--- src/yuvrgb_pkg.sv ---
// Shared types and constants for the YUYV to RGB888 converter.
`default_nettype none

package yuvrgb_pkg;

  localparam int unsigned PIX_W  = 8;
  localparam int unsigned CHR_W  = PIX_W + 1;
  localparam int unsigned COEF_W = 16;
  localparam int unsigned PROD_W = 24;
  localparam int unsigned SUM_W  = PROD_W + 1;
  localparam int unsigned DLT_W  = 10;
  localparam int unsigned CH_W   = DLT_W + 1;
  localparam int unsigned SCL_W  = 2 * PIX_W;

  localparam int unsigned Q14_SHIFT   = 14;
  localparam int unsigned Q14_MASK    = 16383;
  localparam int unsigned CHROMA_OFS  = 128;
  localparam int unsigned SCALE_NUM   = 220;
  localparam int unsigned SCALE_SHIFT = 8;

  localparam logic signed [COEF_W-1:0] V0_CR  = 16'sd22987;
  localparam logic signed [COEF_W-1:0] V0_CGV = -16'sd11698;
  localparam logic signed [COEF_W-1:0] V0_CGU = -16'sd5636;
  localparam logic signed [COEF_W-1:0] V0_CB  = 16'sd29049;
  localparam logic signed [COEF_W-1:0] V1_CR  = 16'sd22458;
  localparam logic signed [COEF_W-1:0] V1_CGV = 16'sd11436;
  localparam logic signed [COEF_W-1:0] V1_CGU = 16'sd5532;
  localparam logic signed [COEF_W-1:0] V1_CB  = 16'sd28384;

  localparam int unsigned APB_DW = 32;
  localparam int unsigned APB_AW = 3;
  localparam logic [APB_AW-1:0] REG_VARIANT = 3'd0;

  typedef struct packed {
    logic [PIX_W-1:0] luma_first;
    logic [PIX_W-1:0] chroma_blue;
    logic [PIX_W-1:0] luma_second;
    logic [PIX_W-1:0] chroma_red;
    logic             frame_end;
  } yuyv_t;

  typedef struct packed {
    logic [PIX_W-1:0] red_first;
    logic [PIX_W-1:0] green_first;
    logic [PIX_W-1:0] blue_first;
    logic [PIX_W-1:0] red_second;
    logic [PIX_W-1:0] green_second;
    logic [PIX_W-1:0] blue_second;
    logic             last_pair;
  } rgb_t;

  typedef struct packed {
    logic [PIX_W-1:0]         y0;
    logic [PIX_W-1:0]         y1;
    logic                     variant;
    logic                     last;
    logic signed [PROD_W-1:0] pr;
    logic signed [PROD_W-1:0] pgv;
    logic signed [PROD_W-1:0] pgu;
    logic signed [PROD_W-1:0] pb;
  } prod_t;

  typedef struct packed {
    logic [PIX_W-1:0]        y0;
    logic [PIX_W-1:0]        y1;
    logic                    variant;
    logic                    last;
    logic signed [DLT_W-1:0] dr;
    logic signed [DLT_W-1:0] dg;
    logic signed [DLT_W-1:0] db;
  } dlt_t;

endpackage

`default_nettype wire

--- src/yuyv_to_rgb_converter.sv ---
// Top level: YUYV 4:2:2 pair to two RGB888 pixels, three-stage pipeline.
// A pair passes through three register stages (products, deltas, pixels) in order before it is offered.
// Throughput: one pair per cycle while the output is not stalled; each stage register advances when empty or unstalled.
// A full pipeline stalls the input only while the output register is held.
// Reset clears all stage valid bits and sets variant to 0.
`default_nettype none

module yuyv_to_rgb_converter (
  input  wire                             clk_i,
  input  wire                             rst_ni,
  input  wire                             psel,
  input  wire                             penable,
  input  wire                             pwrite,
  input  wire  [yuvrgb_pkg::APB_AW-1:0]   paddr,
  input  wire  [yuvrgb_pkg::APB_DW-1:0]   pwdata,
  output logic [yuvrgb_pkg::APB_DW-1:0]   prdata,
  output logic                            pready,
  input  wire                             in_valid_i,
  output logic                            in_stall_o,
  input  yuvrgb_pkg::yuyv_t               in_data_i,
  output logic                            out_valid_o,
  input  wire                             out_stall_i,
  output yuvrgb_pkg::rgb_t                out_data_o
);
  import yuvrgb_pkg::*;

  logic  variant_q, variant_d;
  logic  cfg_wr;
  logic  s1_valid, s1_stall, s2_valid, s2_stall;
  prod_t s1_data;
  dlt_t  s2_data;

  assign pready = 1'b1;
  assign cfg_wr = psel && penable && pwrite && pready && (paddr == REG_VARIANT);

  always_comb begin
    variant_d = variant_q;
    if (cfg_wr) begin
      variant_d = pwdata[0];
    end
  end

  always_ff @(posedge clk_i or negedge rst_ni) begin
    if (!rst_ni) begin
      variant_q <= 1'b0;
    end else begin
      variant_q <= variant_d;
    end
  end

  assign prdata = (paddr == REG_VARIANT) ? APB_DW'(variant_q) : '0;

  yuvrgb_mul u_mul (
    .clk_i       (clk_i),
    .rst_ni      (rst_ni),
    .variant_i   (variant_q),
    .in_valid_i  (in_valid_i),
    .in_stall_o  (in_stall_o),
    .in_data_i   (in_data_i),
    .out_valid_o (s1_valid),
    .out_stall_i (s1_stall),
    .out_data_o  (s1_data)
  );

  yuvrgb_dlt u_dlt (
    .clk_i       (clk_i),
    .rst_ni      (rst_ni),
    .in_valid_i  (s1_valid),
    .in_stall_o  (s1_stall),
    .in_data_i   (s1_data),
    .out_valid_o (s2_valid),
    .out_stall_i (s2_stall),
    .out_data_o  (s2_data)
  );

  yuvrgb_pix u_pix (
    .clk_i       (clk_i),
    .rst_ni      (rst_ni),
    .in_valid_i  (s2_valid),
    .in_stall_o  (s2_stall),
    .in_data_i   (s2_data),
    .out_valid_o (out_valid_o),
    .out_stall_i (out_stall_i),
    .out_data_o  (out_data_o)
  );

  a_stall_only_when_full: assert property (@(posedge clk_i) disable iff (!rst_ni)
    in_stall_o |-> (s1_valid && s2_valid && out_valid_o && out_stall_i))
    else $error("input stalled with a free stage");

  a_drain_empty: assert property (@(posedge clk_i) disable iff (!rst_ni)
    (out_valid_o && !out_stall_i && !s2_valid) |=> !out_valid_o)
    else $error("output valid without a source transfer");

  a_cfg_write: assert property (@(posedge clk_i) disable iff (!rst_ni)
    cfg_wr |=> (variant_q == $past(pwdata[0])))
    else $error("variant register not updated");

  a_mid_advance: assert property (@(posedge clk_i) disable iff (!rst_ni)
    (s1_valid && !s1_stall) |=> s2_valid)
    else $error("middle stage lost a transfer");

endmodule

`default_nettype wire

--- src/yuvrgb_mul.sv ---
// First stage: chroma offset removal and coefficient products.
`default_nettype none

module yuvrgb_mul (
  input  wire                  clk_i,
  input  wire                  rst_ni,
  input  wire                  variant_i,
  input  wire                  in_valid_i,
  output logic                 in_stall_o,
  input  yuvrgb_pkg::yuyv_t    in_data_i,
  output logic                 out_valid_o,
  input  wire                  out_stall_i,
  output yuvrgb_pkg::prod_t    out_data_o
);
  import yuvrgb_pkg::*;

  logic                     valid_q;
  logic                     advance;
  prod_t                    data_d, data_q;
  logic signed [CHR_W-1:0]  u, v;
  logic signed [COEF_W-1:0] cr, cgv, cgu, cb;

  assign advance    = !valid_q || !out_stall_i;
  assign in_stall_o = !advance;

  always_comb begin
    u = $signed({1'b0, in_data_i.chroma_blue}) - $signed(CHR_W'(CHROMA_OFS));
    v = $signed({1'b0, in_data_i.chroma_red}) - $signed(CHR_W'(CHROMA_OFS));
    if (variant_i) begin
      cr  = V1_CR;
      cgv = V1_CGV;
      cgu = V1_CGU;
      cb  = V1_CB;
    end else begin
      cr  = V0_CR;
      cgv = V0_CGV;
      cgu = V0_CGU;
      cb  = V0_CB;
    end
    data_d.y0      = in_data_i.luma_first;
    data_d.y1      = in_data_i.luma_second;
    data_d.variant = variant_i;
    data_d.last    = in_data_i.frame_end;
    data_d.pr      = PROD_W'(cr) * PROD_W'(v);
    data_d.pgv     = PROD_W'(cgv) * PROD_W'(v);
    data_d.pgu     = PROD_W'(cgu) * PROD_W'(u);
    data_d.pb      = PROD_W'(cb) * PROD_W'(u);
  end

  always_ff @(posedge clk_i or negedge rst_ni) begin
    if (!rst_ni) begin
      valid_q <= 1'b0;
    end else if (advance) begin
      valid_q <= in_valid_i;
    end
  end

  always_ff @(posedge clk_i) begin
    if (advance && in_valid_i) begin
      data_q <= data_d;
    end
  end

  assign out_valid_o = valid_q;
  assign out_data_o  = data_q;

endmodule

`default_nettype wire

--- src/yuvrgb_dlt.sv ---
// Second stage: Q14 product scaling to per-channel chroma deltas.
`default_nettype none

module yuvrgb_dlt (
  input  wire                  clk_i,
  input  wire                  rst_ni,
  input  wire                  in_valid_i,
  output logic                 in_stall_o,
  input  yuvrgb_pkg::prod_t    in_data_i,
  output logic                 out_valid_o,
  input  wire                  out_stall_i,
  output yuvrgb_pkg::dlt_t     out_data_o
);
  import yuvrgb_pkg::*;

  logic                    valid_q;
  logic                    advance;
  dlt_t                    data_d, data_q;
  logic signed [SUM_W-1:0] gsum;

  function automatic logic signed [DLT_W-1:0] trunc_q14(logic signed [PROD_W-1:0] p);
    logic signed [PROD_W-1:0] adj;
    adj = p + (p[PROD_W-1] ? $signed(PROD_W'(Q14_MASK)) : $signed(PROD_W'(0)));
    return DLT_W'(adj >>> Q14_SHIFT);
  endfunction

  assign advance    = !valid_q || !out_stall_i;
  assign in_stall_o = !advance;

  always_comb begin
    gsum           = SUM_W'(in_data_i.pgv) + SUM_W'(in_data_i.pgu);
    data_d.y0      = in_data_i.y0;
    data_d.y1      = in_data_i.y1;
    data_d.variant = in_data_i.variant;
    data_d.last    = in_data_i.last;
    if (in_data_i.variant) begin
      data_d.dr = trunc_q14(in_data_i.pr);
      data_d.dg = -trunc_q14(in_data_i.pgv) - trunc_q14(in_data_i.pgu);
      data_d.db = trunc_q14(in_data_i.pb);
    end else begin
      data_d.dr = DLT_W'(in_data_i.pr >>> Q14_SHIFT);
      data_d.dg = DLT_W'(gsum >>> Q14_SHIFT);
      data_d.db = DLT_W'(in_data_i.pb >>> Q14_SHIFT);
    end
  end

  always_ff @(posedge clk_i or negedge rst_ni) begin
    if (!rst_ni) begin
      valid_q <= 1'b0;
    end else if (advance) begin
      valid_q <= in_valid_i;
    end
  end

  always_ff @(posedge clk_i) begin
    if (advance && in_valid_i) begin
      data_q <= data_d;
    end
  end

  assign out_valid_o = valid_q;
  assign out_data_o  = data_q;

endmodule

`default_nettype wire

--- src/yuvrgb_pix.sv ---
// Third stage: luma plus delta, clamp, optional 220/256 scaling, output register.
`default_nettype none

module yuvrgb_pix (
  input  wire                  clk_i,
  input  wire                  rst_ni,
  input  wire                  in_valid_i,
  output logic                 in_stall_o,
  input  yuvrgb_pkg::dlt_t     in_data_i,
  output logic                 out_valid_o,
  input  wire                  out_stall_i,
  output yuvrgb_pkg::rgb_t     out_data_o
);
  import yuvrgb_pkg::*;

  logic valid_q;
  logic advance;
  rgb_t data_d, data_q;

  function automatic logic [PIX_W-1:0] chan(logic [PIX_W-1:0] y,
                                            logic signed [DLT_W-1:0] d,
                                            logic scale);
    logic signed [CH_W-1:0] s;
    logic [PIX_W-1:0]       c;
    logic [SCL_W-1:0]       p;
    s = $signed({{(CH_W-PIX_W){1'b0}}, y}) + CH_W'(d);
    if (s < 0) begin
      c = '0;
    end else if (s > $signed(CH_W'(255))) begin
      c = '1;
    end else begin
      c = s[PIX_W-1:0];
    end
    p = SCL_W'(c) * SCL_W'(SCALE_NUM);
    return scale ? p[SCALE_SHIFT +: PIX_W] : c;
  endfunction

  assign advance    = !valid_q || !out_stall_i;
  assign in_stall_o = !advance;

  always_comb begin
    data_d.red_first    = chan(in_data_i.y0, in_data_i.dr, in_data_i.variant);
    data_d.green_first  = chan(in_data_i.y0, in_data_i.dg, in_data_i.variant);
    data_d.blue_first   = chan(in_data_i.y0, in_data_i.db, in_data_i.variant);
    data_d.red_second   = chan(in_data_i.y1, in_data_i.dr, in_data_i.variant);
    data_d.green_second = chan(in_data_i.y1, in_data_i.dg, in_data_i.variant);
    data_d.blue_second  = chan(in_data_i.y1, in_data_i.db, in_data_i.variant);
    data_d.last_pair    = in_data_i.last;
  end

  always_ff @(posedge clk_i or negedge rst_ni) begin
    if (!rst_ni) begin
      valid_q <= 1'b0;
    end else if (advance) begin
      valid_q <= in_valid_i;
    end
  end

  always_ff @(posedge clk_i) begin
    if (advance && in_valid_i) begin
      data_q <= data_d;
    end
  end

  assign out_valid_o = valid_q;
  assign out_data_o  = data_q;

endmodule

`default_nettype wire

--- config.mk ---
export PLATFORM = sky130hd
export DESIGN_NAME = yuyv_to_rgb_converter
export DESIGN_NICKNAME = d
export VERILOG_FILES = /design/src/yuvrgb_pkg.sv /design/src/yuyv_to_rgb_converter.sv /design/src/yuvrgb_mul.sv /design/src/yuvrgb_dlt.sv /design/src/yuvrgb_pix.sv
export SDC_FILE = /design/constraint.sdc
export NUM_CORES = 1
export LEC_CHECK = 0
export BUFFER_PORTS_ARGS = -buffer_cell sky130_fd_sc_hd__buf_2
export CORE_ASPECT_RATIO = 0.8
export CORE_MARGIN = 4
export CORE_UTILIZATION = 30
export CTS_CLUSTER_SIZE = 10
export DETAILED_ROUTE_END_ITERATION = 8
export SETUP_SLACK_MARGIN = 0.1
export SKIP_LAST_GASP = 1
export SLEW_MARGIN = 20
export SYNTH_ARGS = -nofsm -noshare
export SYNTH_HDL_FRONTEND = slang
export SYNTH_SLANG_ARGS = --single-unit
--- constraint.sdc ---
create_clock -name clk_i -period 6.9 [get_ports clk_i]
set_clock_uncertainty 0.15 [all_clocks]
set_input_delay 0 -clock clk_i [delete_from_list [all_inputs] [get_ports clk_i]]
set_output_delay 0 -clock clk_i [all_outputs]
set_load 0.01 [all_outputs]
==> impl_metrics.csv <==
group,metric,value,unit
cts,cts_tree,"built",
logic_synthesis,synth_top_area_share,23.1,%
layout,area_delta_synth_final,11.6,%
worst_setup_path,cp_max_fo,16,
sta,setup_tns,0,ps
logic_synthesis,ys_seq_area_share,21.2,%
global_route,grt_pass1_wl,108000,µm
sta,finalCriticalPeriod,6500,ps
sta,rsz0062_at_grt,"true",
route,routed_wl,66000,µm
sta,hold_viol_final,0,
route,drt_iter0_markers,1022,
worst_setup_path,r2r_end,"u_mul.out_data_o[70]$_DFFE_PP_",
cts,cts_root_buf,"clkbuf_16",
logic_synthesis,syn_area,0.0297,mm²
worst_setup_path,ff2ff_setup_slack,400,ps
cts,numCtsBuffers,27,
logic_synthesis,synth_cells,2891,
logic_synthesis,yosys.cell_types.count,74,
run,drv_cap,0,
layout,multi_input_area,0.0212,mm²
cts,clkSlewWorstSetupHoldPaths,50,ps
worst_setup_path,required,7080,ps
cts,clockBufferDepth,3,
global_route,grt_overflow,0,
cts,clk-insertion-delay-late,580,ps
route,via_count,20041,
logic_synthesis,yosysMostFrequentCell,"inv_1",
worst_setup_path,r2r-start,"variant_q$_DFFE_PN0P_",
global_route,antenna_found_initial,2,
route,wl_per_cell,15.1,µm
worst_setup_path,cp-start-kind,"flip-flop",
logic_synthesis,synthArstFlopShare,1.90,%
layout,drive_above_1_share,8.54,%
worst_setup_path,path_class,"flip-flop to flip-flop",
route,drc,0,
cts,htree_levels,1,
logic_synthesis,synth_area_leaders,"ha_1 (23%), fa_1 (21%), edfxtp_1 (21%)",
floorplanning,chipWidth,360,µm
sta,tightest_slew,900,ps
worst_setup_path,worstSetupEndpointType,"flip-flop",
worst_setup_path,worstPathArrival,6680,ps
floorplanning,io-pin-count,159,
sta,report.final.setup_viol,0,
floorplanning,initial_core_util,30.4,%
sta,fin_crit_sh,94.2,%
layout,fillers,9911,
logic_synthesis,synth_edf_count,206,
floorplanning,rows,102,
outcome,outcome,"complete, no violations",
logic_synthesis,synth_common_cells,"inv_1 (557), ha_1 (548), fa_1 (313)",
global_route,grt_max_degree,68,
worst_setup_path,crit_end,"u_mul.out_data_o[70]$_DFFE_PP_",
sta,fmax,154,MHz
route,via_per_inst,4.58,
placed_design,dpl.hpwl,55800,µm
layout,seq_area,0.00629,mm²
layout,nNetsFinal,3998,
layout,antennaDiodeCount,0,
route,ant_nets,0,
cts,cts.sinks,210,
placed_design,io_buffers,95,
worst_setup_path,rr_worst_depth,21,
logic_synthesis,synth_seq_cells,210,
sta,slew_violations,0,
floorplanning,core_area,0.0975,mm²
sta,slew_headroom,40.0,%
floorplanning,die_h,289,µm
global_route,grtUsageTotal,12.7,%
logic_synthesis,synth-main-ff-cell,"edfxtp_1",
global_route,grt_pass1_vias,20111,
worst_setup_path,startpoint,"variant_q$_DFFE_PN0P_",
hold_path,holdCritPathClass,"primary input to flip-flop",
logic_synthesis,synth.avg_cell_area,10.3,µm²
floorplanning,fp.dieArea,0.104,mm²
placed_design,globalplace.congestion,0.855,
route,drt_pass1_iterations,5,
logic_synthesis,yosysWarnings,0,
logic_synthesis,yosysTopAreaCell,"ha_1",
[kinds of logic (layout without fill, tap and decap cells)]
group                    after synthesis  in the layout  share of synthesized area, %
multiplexers                          40             40                          1.48
flip-flops                           210            210                          21.2
XOR/XNOR                             223            223                          6.58
AO/OA/AOI/OAI                        465            465                          10.6
other                                  2             44                        0.0253
adder cells (fa/ha/maj)              861            861                          44.2
buffers and inverters                624            770                          8.32
AND/OR/NAND/NOR                      466            466                          7.67
[sequential cells by signal, summed over array words and instances, names as in the netlist]
register / cells
u_dlt.out_data_o: 48
u_dlt.out_valid_o: 1
u_mul.out_data_o: 109
u_mul.out_valid_o: 1
u_pix.out_data_o: 49
u_pix.out_valid_o: 1
variant_q: 1
[area by class of cell]
cell class / count / share of cell area, %
timing repair buffer: 167 / 3.38
sequential: 210 / 19.0
multi-input combinational: 2099 / 64.0
clock inverter: 9 / 0.249
clock buffer: 37 / 2.18
tap: 1300 / 4.91
inverter: 557 / 6.31
[how the worst min path moves through the flow]
stage / depth (start not counted) / end / slack, ps / from
final: 3 / u_mul.out_data_o[74]$_DFFE_PP_ / 60 / in_data_i[2]
after global routing: 2 / u_mul.out_data_o[100]$_DFFE_PP_ / 40 / in_data_i[11]
after CTS: 2 / u_mul.out_data_o[100]$_DFFE_PP_ / 4 / in_data_i[11]
after detailed placement: 1 / u_pix.out_valid_o$_DFFE_PN0P_ / -320 / rst_ni
after global placement: 1 / u_pix.out_valid_o$_DFFE_PN0P_ / -320 / rst_ni
after floorplan: 0 / u_dlt.out_valid_o$_DFFE_PN0P_ / -450 / rst_ni
[per-stage QoR]
stage	util [%]	instance area [µm²]	worst slack [ps]	hold WS (ps)	std cells
6_report	34.0	33100	398	55.3	4379
5_1_grt	34.0	33100	66.2	40.5	4379
4_1_cts	33.9	33000	232	3.60	4378
3_5_place_dp	32.6	31800	269	-320	4291
3_3_place_gp	32.6	31800	325	-322	4291
2_1_floorplan	-	29800	795	-446	2933
[layer usage]
layer,GRT usage [%],wire (µm),vias up
met1,18.9,33700,9607
met4,2.15,1150,0
met2,19.6,27800,333
li1,-,-,10046
met5,0,0,-
met3,2.23,3370,55
[worst max-delay path: stages, from the launching register on]
cell and delay, ps:
dfrtp_1 640, buf_4 270, buf_4 180, and2_1 180, or2_2 330, ha_1 230
fa_1 550, inv_1 60, fa_1 550, fa_1 420, fa_1 490, inv_1 40
ha_1 310, a21oi_1 160, o21bai_1 110, a21oi_1 190, o21ai_0 210, a211oi_1 440
nor3_1 130, or3_1 330, a21oi_1 180, xnor2_1 80
[repair_timing]
item / in CTS / in global routing
buffers inserted: 0 / 1
endpoints found under the hold margin: 77 / 0
setup endpoints to repair: 0 / 21
resized for setup: 0 / 34
hold buffers: 41 / 0
[cell usage in the layout, fill, tap and decap left out, drive strengths merged, types with 12 or more instances in the layout]
master,synthesis,layout
ha,548,548
xor2,70,70
o31ai,14,14
a31oi,14,14
fa,313,313
a21o,47,47
nand3,57,57
a21oi,130,130
and3,17,17
inv,557,558
nor2,108,108
o21a,38,38
mux2,30,30
a211oi,21,21
o21ai,92,92
clkbuf,33,37
or2,21,21
nand4,12,12
nor2b,31,31
and2,24,24
or3,13,13
buf,34,126
dlygate4sd3,0,41
nand2,115,115
conb,2,44
nand2b,22,22
o21bai,19,19
nor3,29,29
xnor2,153,153
edfxtp,206,206
Power is left out: the tool's default activity adds up to more than one toggle a clock period on the data nets, which glitch-free logic cannot reach.
